## src/hw/rtl/gff_pkg.sv

```systemverilog
package gff_pkg;

    typedef enum logic [2:0] {
        ST_CLEAR,
        ST_IDLE,
        ST_READ,
        ST_SEED,
        ST_EVAL,
        ST_NBR,
        ST_POP,
        ST_LOAD
    } t_state;

    typedef enum logic [1:0] {
        DIR_XP,
        DIR_XM,
        DIR_YP,
        DIR_YM
    } t_dir;

    localparam logic [1:0] FUNC_WRITE = 2'd0;
    localparam logic [1:0] FUNC_READ  = 2'd1;
    localparam logic [1:0] FUNC_FILL  = 2'd2;

    localparam logic [0:0] CFG_TARGET  = 1'b0;
    localparam logic [0:0] CFG_REPLACE = 1'b1;

    localparam int         COLOR_W   = 2;
    localparam int         COUNT_W   = 9;
    localparam logic [8:0] COUNT_MAX = 9'h1ff;

endpackage

```

## src/hw/rtl/gff_ram.sv

```systemverilog
module gff_ram #(
    parameter int DATA_W = 2,
    parameter int ADDR_W = 8
) (
    input  logic              i_clk,
    input  logic              i_we,
    input  logic [ADDR_W-1:0] i_addr,
    input  logic [DATA_W-1:0] i_wdata,
    output logic [DATA_W-1:0] o_rdata
);

    logic [DATA_W-1:0] r_mem [2**ADDR_W];
    logic [DATA_W-1:0] r_rdata;

    always_ff @(posedge i_clk) begin
        if (i_we) begin
            r_mem[i_addr] <= i_wdata;
        end
        r_rdata <= r_mem[i_addr];
    end

    assign o_rdata = r_rdata;

endmodule

```

## src/hw/rtl/gff_nbr.sv

```systemverilog
module gff_nbr #(
    parameter int GRID_WIDTH  = 16,
    parameter int GRID_HEIGHT = 16,
    parameter int XW          = 4,
    parameter int YW          = 4
) (
    input  logic [XW-1:0]      i_cur_x,
    input  logic [YW-1:0]      i_cur_y,
    input  gff_pkg::t_dir      i_dir,
    output logic [XW-1:0]      o_nb_x,
    output logic [YW-1:0]      o_nb_y,
    output logic               o_nb_ok
);

    logic [XW:0] x_inc;
    logic [YW:0] y_inc;

    assign x_inc = {1'b0, i_cur_x} + (XW+1)'(1);
    assign y_inc = {1'b0, i_cur_y} + (YW+1)'(1);

    always_comb begin
        o_nb_x  = i_cur_x;
        o_nb_y  = i_cur_y;
        o_nb_ok = 1'b0;
        unique case (i_dir)
            gff_pkg::DIR_XP: begin
                o_nb_x  = x_inc[XW-1:0];
                o_nb_ok = x_inc < (XW+1)'(GRID_WIDTH);
            end
            gff_pkg::DIR_XM: begin
                o_nb_x  = i_cur_x - XW'(1);
                o_nb_ok = i_cur_x != '0;
            end
            gff_pkg::DIR_YP: begin
                o_nb_y  = y_inc[YW-1:0];
                o_nb_ok = y_inc < (YW+1)'(GRID_HEIGHT);
            end
            gff_pkg::DIR_YM: begin
                o_nb_y  = i_cur_y - YW'(1);
                o_nb_ok = i_cur_y != '0;
            end
            default: begin
                o_nb_ok = 1'b0;
            end
        endcase
    end

endmodule

```

## src/hw/rtl/grid_flood_fill_unit.sv

```systemverilog
// grid_flood_fill_unit: a GRID_WIDTH x GRID_HEIGHT grid of 2-bit pixels with
// pixel write, pixel read and 4-connected flood fill.
// input stream: s_tuser carries the operation, s_tdata carries x, y and color;
// each accepted transaction gives exactly one output transaction carrying
// read_color and filled_count (zero where the operation has no such value).
// config port: i_cfg_we/i_cfg_addr/i_cfg_wdata write target_color (index 0)
// and replace_color (index 1); write only while the block is idle.
// sequence: write and unused codes answer straight from idle, read goes
// through a read state, and fill reads and compares the seed, then for each
// recolored pixel does a pop, a load, then a neighbor step for each of four
// neighbors and a compare for each neighbor inside the grid, all through the
// single port of the pixel ram. One item is in work at a time.
// reset: synchronous, active low; afterwards the pixel ram is cleared one
// entry per cycle, every address in turn, with s_tready low; config writes
// are taken meanwhile.
// stall: the result sits in an output register until m_tready; a new item is
// taken only once the pending result is gone or leaves in the same cycle.
module grid_flood_fill_unit #(
    parameter int GRID_WIDTH  = 16,
    parameter int GRID_HEIGHT = 16
) (
    input  logic        i_clk,
    input  logic        i_rst_n,
    input  logic        i_s_tvalid,
    output logic        o_s_tready,
    input  logic [15:0] i_s_tdata,   // x[3:0], y[7:4], color[9:8], zero pad
    input  logic [1:0]  i_s_tuser,   // func[1:0]
    output logic        o_m_tvalid,
    input  logic        i_m_tready,
    output logic [15:0] o_m_tdata,   // read_color[1:0], filled_count[10:2], zero pad
    input  logic        i_cfg_we,
    input  logic [0:0]  i_cfg_addr,
    input  logic [1:0]  i_cfg_wdata
);

    localparam int XW  = (GRID_WIDTH > 1) ? $clog2(GRID_WIDTH) : 1;
    localparam int YW  = (GRID_HEIGHT > 1) ? $clog2(GRID_HEIGHT) : 1;
    localparam int AW  = XW + YW;
    localparam int SPW = AW + 1;
    localparam int CW  = gff_pkg::COLOR_W;
    localparam int NW  = gff_pkg::COUNT_W;

    gff_pkg::t_state r_state, n_state;
    gff_pkg::t_dir   r_dir, n_dir;

    logic [XW-1:0]  r_cur_x, n_cur_x, r_cand_x, n_cand_x, nb_x, in_ax;
    logic [YW-1:0]  r_cur_y, n_cur_y, r_cand_y, n_cand_y, nb_y, in_ay;
    logic           nb_ok;
    logic           r_seed, n_seed;
    logic [SPW-1:0] r_sp, n_sp;
    logic [NW-1:0]  r_tally, n_tally;
    logic [AW-1:0]  r_clr_addr, n_clr_addr;
    logic [CW-1:0]  r_target, r_replace;
    logic           r_rd_ok, n_rd_ok;
    logic           r_out_valid, n_out_valid;
    logic [CW-1:0]  r_out_color, n_out_color;
    logic [NW-1:0]  r_out_count, n_out_count;

    logic [1:0]     in_func;
    logic [3:0]     in_x, in_y;
    logic [CW-1:0]  in_color;
    logic           in_inside, accept, fill_go, hit;

    logic           pix_we;
    logic [AW-1:0]  pix_addr;
    logic [CW-1:0]  pix_wdata, pix_rdata;
    logic           stk_we;
    logic [AW-1:0]  stk_addr, stk_wdata, stk_rdata;
    logic [SPW-1:0] sp_dec;

    assign in_func  = i_s_tuser;
    assign in_x     = i_s_tdata[3:0];
    assign in_y     = i_s_tdata[7:4];
    assign in_color = i_s_tdata[9:8];
    assign in_ax    = XW'(in_x);
    assign in_ay    = YW'(in_y);
    assign in_inside = ({28'd0, in_x} < 32'(GRID_WIDTH)) &&
                       ({28'd0, in_y} < 32'(GRID_HEIGHT));

    assign o_s_tready = (r_state == gff_pkg::ST_IDLE) && (!r_out_valid || i_m_tready);
    assign accept     = i_s_tvalid && o_s_tready;
    assign fill_go    = in_inside && (r_target != r_replace);
    assign hit        = pix_rdata == r_target;
    assign sp_dec     = r_sp - SPW'(1);

    assign o_m_tvalid = r_out_valid;
    assign o_m_tdata  = {5'd0, r_out_count, r_out_color};

    gff_ram #(.DATA_W(CW), .ADDR_W(AW)) u_pix (
        .i_clk   (i_clk),
        .i_we    (pix_we),
        .i_addr  (pix_addr),
        .i_wdata (pix_wdata),
        .o_rdata (pix_rdata)
    );

    gff_ram #(.DATA_W(AW), .ADDR_W(AW)) u_stk (
        .i_clk   (i_clk),
        .i_we    (stk_we),
        .i_addr  (stk_addr),
        .i_wdata (stk_wdata),
        .o_rdata (stk_rdata)
    );

    gff_nbr #(
        .GRID_WIDTH  (GRID_WIDTH),
        .GRID_HEIGHT (GRID_HEIGHT),
        .XW          (XW),
        .YW          (YW)
    ) u_nbr (
        .i_cur_x (r_cur_x),
        .i_cur_y (r_cur_y),
        .i_dir   (r_dir),
        .o_nb_x  (nb_x),
        .o_nb_y  (nb_y),
        .o_nb_ok (nb_ok)
    );

    // next state
    always_comb begin
        n_state = r_state;
        unique case (r_state)
            gff_pkg::ST_CLEAR: begin
                if (r_clr_addr == '1) n_state = gff_pkg::ST_IDLE;
            end
            gff_pkg::ST_IDLE: begin
                if (accept) begin
                    unique case (in_func)
                        gff_pkg::FUNC_READ: n_state = gff_pkg::ST_READ;
                        gff_pkg::FUNC_FILL: begin
                            if (fill_go) n_state = gff_pkg::ST_SEED;
                        end
                        default: n_state = gff_pkg::ST_IDLE;
                    endcase
                end
            end
            gff_pkg::ST_READ: n_state = gff_pkg::ST_IDLE;
            gff_pkg::ST_SEED: n_state = gff_pkg::ST_EVAL;
            gff_pkg::ST_EVAL: begin
                if (r_seed || r_dir == gff_pkg::DIR_YM) n_state = gff_pkg::ST_POP;
                else n_state = gff_pkg::ST_NBR;
            end
            gff_pkg::ST_NBR: begin
                if (nb_ok) n_state = gff_pkg::ST_EVAL;
                else if (r_dir == gff_pkg::DIR_YM) n_state = gff_pkg::ST_POP;
            end
            gff_pkg::ST_POP: begin
                if (r_sp == '0) n_state = gff_pkg::ST_IDLE;
                else n_state = gff_pkg::ST_LOAD;
            end
            gff_pkg::ST_LOAD: n_state = gff_pkg::ST_NBR;
            default: n_state = gff_pkg::ST_IDLE;
        endcase
    end

    // datapath and memory control
    always_comb begin
        n_cur_x     = r_cur_x;
        n_cur_y     = r_cur_y;
        n_cand_x    = r_cand_x;
        n_cand_y    = r_cand_y;
        n_dir       = r_dir;
        n_seed      = r_seed;
        n_sp        = r_sp;
        n_tally     = r_tally;
        n_clr_addr  = r_clr_addr;
        n_rd_ok     = r_rd_ok;
        n_out_valid = r_out_valid && !i_m_tready;
        n_out_color = r_out_color;
        n_out_count = r_out_count;
        pix_we      = 1'b0;
        pix_addr    = {r_cand_x, r_cand_y};
        pix_wdata   = r_replace;
        stk_we      = 1'b0;
        stk_addr    = r_sp[AW-1:0];
        stk_wdata   = {r_cand_x, r_cand_y};
        unique case (r_state)
            gff_pkg::ST_CLEAR: begin
                pix_we     = 1'b1;
                pix_addr   = r_clr_addr;
                pix_wdata  = '0;
                n_clr_addr = r_clr_addr + AW'(1);
            end
            gff_pkg::ST_IDLE: begin
                pix_addr  = {in_ax, in_ay};
                pix_wdata = in_color;
                if (accept) begin
                    n_out_color = '0;
                    n_out_count = '0;
                    n_rd_ok     = in_inside;
                    n_cand_x    = in_ax;
                    n_cand_y    = in_ay;
                    n_tally     = '0;
                    n_seed      = 1'b1;
                    n_sp        = '0;
                    unique case (in_func)
                        gff_pkg::FUNC_WRITE: begin
                            pix_we      = in_inside;
                            n_out_valid = 1'b1;
                        end
                        gff_pkg::FUNC_READ: begin
                            n_out_valid = r_out_valid && !i_m_tready;
                        end
                        gff_pkg::FUNC_FILL: begin
                            n_out_valid = !fill_go;
                        end
                        default: begin
                            n_out_valid = 1'b1;
                        end
                    endcase
                end
            end
            gff_pkg::ST_READ: begin
                n_out_valid = 1'b1;
                n_out_color = r_rd_ok ? pix_rdata : '0;
            end
            gff_pkg::ST_SEED: begin
                pix_addr = {r_cand_x, r_cand_y};
            end
            gff_pkg::ST_EVAL: begin
                if (hit) begin
                    pix_we = 1'b1;
                    stk_we = 1'b1;
                    n_sp   = r_sp + SPW'(1);
                    if (r_tally != gff_pkg::COUNT_MAX) n_tally = r_tally + NW'(1);
                end
                if (!r_seed && r_dir != gff_pkg::DIR_YM) n_dir = gff_pkg::t_dir'(r_dir + 2'd1);
            end
            gff_pkg::ST_NBR: begin
                pix_addr = {nb_x, nb_y};
                if (nb_ok) begin
                    n_cand_x = nb_x;
                    n_cand_y = nb_y;
                end else if (r_dir != gff_pkg::DIR_YM) begin
                    n_dir = gff_pkg::t_dir'(r_dir + 2'd1);
                end
            end
            gff_pkg::ST_POP: begin
                stk_addr = sp_dec[AW-1:0];
                if (r_sp == '0) begin
                    n_out_valid = 1'b1;
                    n_out_count = r_tally;
                end else begin
                    n_sp = sp_dec;
                end
            end
            gff_pkg::ST_LOAD: begin
                n_cur_x = stk_rdata[AW-1:YW];
                n_cur_y = stk_rdata[YW-1:0];
                n_dir   = gff_pkg::DIR_XP;
                n_seed  = 1'b0;
            end
            default: begin
                n_seed = 1'b0;
            end
        endcase
    end

    always_ff @(posedge i_clk) begin
        if (!i_rst_n) begin
            r_state     <= gff_pkg::ST_CLEAR;
            r_clr_addr  <= '0;
            r_sp        <= '0;
            r_tally     <= '0;
            r_seed      <= 1'b0;
            r_dir       <= gff_pkg::DIR_XP;
            r_out_valid <= 1'b0;
            r_target    <= '0;
            r_replace   <= CW'(1);
        end else begin
            r_state     <= n_state;
            r_clr_addr  <= n_clr_addr;
            r_sp        <= n_sp;
            r_tally     <= n_tally;
            r_seed      <= n_seed;
            r_dir       <= n_dir;
            r_out_valid <= n_out_valid;
            if (i_cfg_we) begin
                unique case (i_cfg_addr)
                    gff_pkg::CFG_TARGET:  r_target  <= i_cfg_wdata;
                    gff_pkg::CFG_REPLACE: r_replace <= i_cfg_wdata;
                    default:              r_target  <= r_target;
                endcase
            end
        end
    end

    always_ff @(posedge i_clk) begin
        r_cur_x     <= n_cur_x;
        r_cur_y     <= n_cur_y;
        r_cand_x    <= n_cand_x;
        r_cand_y    <= n_cand_y;
        r_rd_ok     <= n_rd_ok;
        r_out_color <= n_out_color;
        r_out_count <= n_out_count;
    end

endmodule

```

## config.mk

```make
export PLATFORM = sky130hd
export DESIGN_NAME = grid_flood_fill_unit
export DESIGN_NICKNAME = d
export VERILOG_FILES = /design/src/hw/rtl/gff_pkg.sv /design/src/hw/rtl/gff_ram.sv /design/src/hw/rtl/gff_nbr.sv /design/src/hw/rtl/grid_flood_fill_unit.sv
export SDC_FILE = /design/constraint.sdc
export NUM_CORES = 2
export LEC_CHECK = 0
export ABC_AREA = 1
export ABC_CLOCK_PERIOD_IN_PS = 38800
export BUFFER_PORTS_ARGS = -buffer_cell sky130_fd_sc_hd__buf_2
export CAP_MARGIN = 20
export CORE_MARGIN = 2
export CORE_UTILIZATION = 60
export CTS_BUF_LIST = sky130_fd_sc_hd__clkbuf_8
export DETAILED_ROUTE_END_ITERATION = 12
export PLACE_DENSITY = 0.85
export SETUP_SLACK_MARGIN = 0.5
export SYNTH_ARGS = -nofsm -noshare
export SYNTH_HDL_FRONTEND = slang
export SYNTH_SLANG_ARGS = --single-unit
```

## constraint.sdc

```tcl
create_clock -name i_clk -period 38.8 [get_ports i_clk]
set_clock_uncertainty 0.1 [all_clocks]
set_input_delay 9.7 -clock i_clk [delete_from_list [all_inputs] [get_ports i_clk]]
set_output_delay 9.7 -clock i_clk [all_outputs]
set_load 0.05 [all_outputs]
```

==> impl_metrics.sql <==
INSERT INTO impl_metrics (metric_group, metric, value, unit) VALUES
('die', 'floorplan.io_pins', '44', ''),
('critical_path', 'worstSetupEndpointType', 'output pin', ''),
('clock_tree', 'clock_tree_from_tritoncts', 'done', ''),
('detailed_routing', 'drtAntennaViolNets', '0', ''),
('timing', 'report.final.setup_viol', '0', ''),
('synth', 'yosys_most_used_dff', 'edfxtp_1', ''),
('die', 'design.die.area', '178000', 'sq um'),
('die', 'floorplan.initialDensity', '60.3', '%'),
('clock_tree', 'post_cts_resized', '0', ''),
('hold_path', 'worst_hold_path_type', 'register to register', ''),
('power_and_ir_drop', 'netSwitchingFraction', '21.1', '%'),
('clock_tree', 'clock_sinks', '2634', ''),
('synth', 'syn_area', '105000', 'sq um'),
('critical_path', 'criticalPathCategory', 'input pin to output pin', ''),
('detailed_routing', 'drt-wirelength-per-cell', '24.8', 'um'),
('power_and_ir_drop', 'power.density', '45.8', 'nW/um^2'),
('synth', 'synth-seq-cells', '2634', ''),
('placement', 'port_buffers', '32', ''),
('synth', 'async_flop_share', '0', '%'),
('placement', 'dp_hpwl', '144000', 'um'),
('critical_path', 'cp_data_arrival_time', '10.25', 'ns'),
('synth', 'synth_cell_types', '48', ''),
('die', 'num_rows', '153', ''),
('detailed_routing', 'vias_per_cell', '6.42', ''),
('synth', 'number_of_instances_in_the_synthesized_netlist', '8192', ''),
('timing', 'max_clock_freq', '0.0499', 'GHz'),
('critical_path', 'critical_path.startpoint', 'i_m_tready', ''),
('critical_path', 'worst_ep_required_time', '29.00', 'ns'),
('clock_tree', 'post-cts-setup-buffers', '0', ''),
('global_routing', 'grt_max_degree', '257', ''),
('synth', 'avgSynthCellArea', '12.8', 'sq um'),
('power_and_ir_drop', 'power', '5.22', 'mW'),
('clock_tree', 'post_cts_hold_buffer_count', '0', ''),
('critical_path', 'worst_r2r_path_depth', '16', ''),
('timing', 'hold_viol', '0', ''),
('global_routing', 'via_count_of_the_first_global_routing_pass', '67500', ''),
('power_and_ir_drop', 'p_leak', '40.0', 'nW'),
('synth', 'synth_top_area_share', '74.1', '%'),
('finish', 'proportion_of_layout_cells_with_a_drive_suffix_above_1', '7.90', '%'),
('global_routing', 'grt_usage', '29.4', '%'),
('critical_path', 'rr_endpoint', 'u_stk.o_rdata[5]', ''),
('die', 'floorplan.die.height', '422', 'um'),
('clock_tree', 'clockBufferDepth', '4', ''),
('critical_path', 'critical_path.reg2reg.startpoint', 'r_state[1]', ''),
('global_routing', 'grt_first_pass_wirelength', '398000', 'um'),
('timing', 'hold_slack', '0.292', 'ns'),
('timing', 'measured_slew_at_the_worst_slew_check_pin', '1.35', 'ns'),
('finish', 'final_nets', '8290', ''),
('critical_path', 'critPathMaxFanout', '2', ''),
('clock_tree', 'cts-buffers-inserted', '397', ''),
('critical_path', 'timing.critical_path.to', 'o_s_tready', ''),
('timing', 'fin_crit_sh', '51.7', '%'),
('global_routing', 'grt_remaining_overflow', '0', ''),
('finish', 'flow.area_growth_from_synthesis', '8.61', '%'),
('detailed_routing', 'drt_first_pass_iters', '9', ''),
('critical_path', 'timing.critical_path.from_type', 'input pin', ''),
('detailed_routing', 'drc', '0', ''),
('power_and_ir_drop', 'worst_ir_drop_vdd', '39.4', 'uV'),
('detailed_routing', 'totalWireLength', '270000', 'um'),
('critical_path', 'worst-r2r-setup-slack', '32.11', 'ns'),
('clock_tree', 'clk-insertion-delay-late', '1.08', 'ns'),
('timing', 'min_period', '20.05', 'ns'),
('power_and_ir_drop', 'pwr-share-clk', '39.2', '%'),
('timing', 'max-slew-margin-rel', '9.97', '%'),
('run_status', 'outcome', 'finished clean', ''),
('placement', 'globalplace.congestion', '0.902', ''),
('clock_tree', 'htree_num_levels', '5', ''),
('global_routing', 'initial_antenna_violation_count', '14', ''),
('synth', 'synth_largest_area_cell', 'edfxtp_1', ''),
('die', 'die_w', '422', 'um'),
('power_and_ir_drop', 'power.switching', '1.10', 'mW');
state kept, by name, indices dropped and copies added (netlist names), 3 cells and up:
register,count
u_stk.r_mem,2048
u_pix.r_mem,512
r_out_count,9
r_sp,9
r_tally,9
r_clr_addr,8
u_stk.o_rdata,8
r_cand_x,4
r_cand_y,4
r_cur_x,4
r_cur_y,4
r_state,3
cell usage after synthesis (all sizes together), types with 5 or more instances:
master / n
nor2: 722
buf: 313
nor3: 23
clkinv: 6
ha: 19
nand2: 2653
inv: 148
edfxtp: 2587
nand3: 213
a211oi: 5
a21oi: 111
dfxtp: 47
nand4: 179
o21ai: 84
a22oi: 883
clkbuf: 162
or2: 5
o211ai: 6
power by group through the flow:
stage | logic (mW) | clock network [mW] | registers, mW
floorplan | 0.0638 | 0 | 3.14
global placement | 0.0855 | 0 | 3.14
detailed placement | 0.0880 | 0 | 3.14
CTS | 0.0888 | 2.05 | 3.08
global route | 0.100 | 2.16 | 3.08
finish | 0.0913 | 2.05 | 3.08
per-stage QoR:
step,area [sq um],setup WS (ns),std cells
finish,114000,18.75,10900
global route,114000,18.71,10900
CTS,114000,18.74,10900
detailed placement,107000,18.74,10200
global placement,106000,18.76,10200
floorplan,105000,18.57,8196
layout make-up:
type / count / area, sq um
diodes: 10 / 25.0
clock buffers: 402 / 5530
clock inverters: 294 / 1440
fillers: 11000 / 59800
inverters: 154 / 582
multi-input cells: 4933 / 23500
flip-flops and latches: 2634 / 78600
well taps: 2325 / 2910
repair buffers: 125 / 1230
cell usage in the layout (no fill, tap or decap), drive strengths merged, types with 111 or more instances in the layout:
master / n
nand4: 179
nor2: 722
edfxtp: 2587
buf: 125
nand2: 2653
clkbuf: 402
a21oi: 111
nand3: 213
inv: 273
a22oi: 883
clkinv: 160
worst min-delay path by stage:
stage	to	start	cells after the start	slack (ns)
2_1_floorplan	r_cur_x[0]	u_stk.o_rdata[4]	0	0.29
3_3_place_gp	r_cur_x[0]	u_stk.o_rdata[4]	0	0.29
3_5_place_dp	r_cur_x[3]	u_stk.o_rdata[7]	0	0.29
4_1_cts	r_cur_x[3]	u_stk.o_rdata[7]	0	0.29
5_1_grt	r_cur_y[1]	u_stk.o_rdata[1]	0	0.31
6_report	r_cur_x[3]	u_stk.o_rdata[7]	0	0.29
routing by layer:
layer	vias up	GRT usage [%]	routed length (um)
li1	29700	-	-
met1	33100	37.6	90000
met2	5907	45.4	125000
met3	1054	8.81	40000
met4	16	15.9	15200
met5	-	0	120
logic make-up (layout without fill, tap and decap cells):
logic type                 after synthesis  count (layout)  share of synthesized area, %
DFF                                   2634            2634                          75.0
adders and majority gates               19              19                         0.227
and+or+nand+nor                       3800            3800                          14.5
xor gates and xnor gates                 3               3                        0.0251
other                                    1              15                       0.00358
buffers and inverters                  629             975                          2.67
AOI/OAI and AO/OA                     1106            1106                          7.51
critical path: stages:
cell and delay, ns:
buf_2 0.08, nor2_1 0.05, nor2_1 0.14, buf_2 0.29
Power figures use the tool's default switching activity.
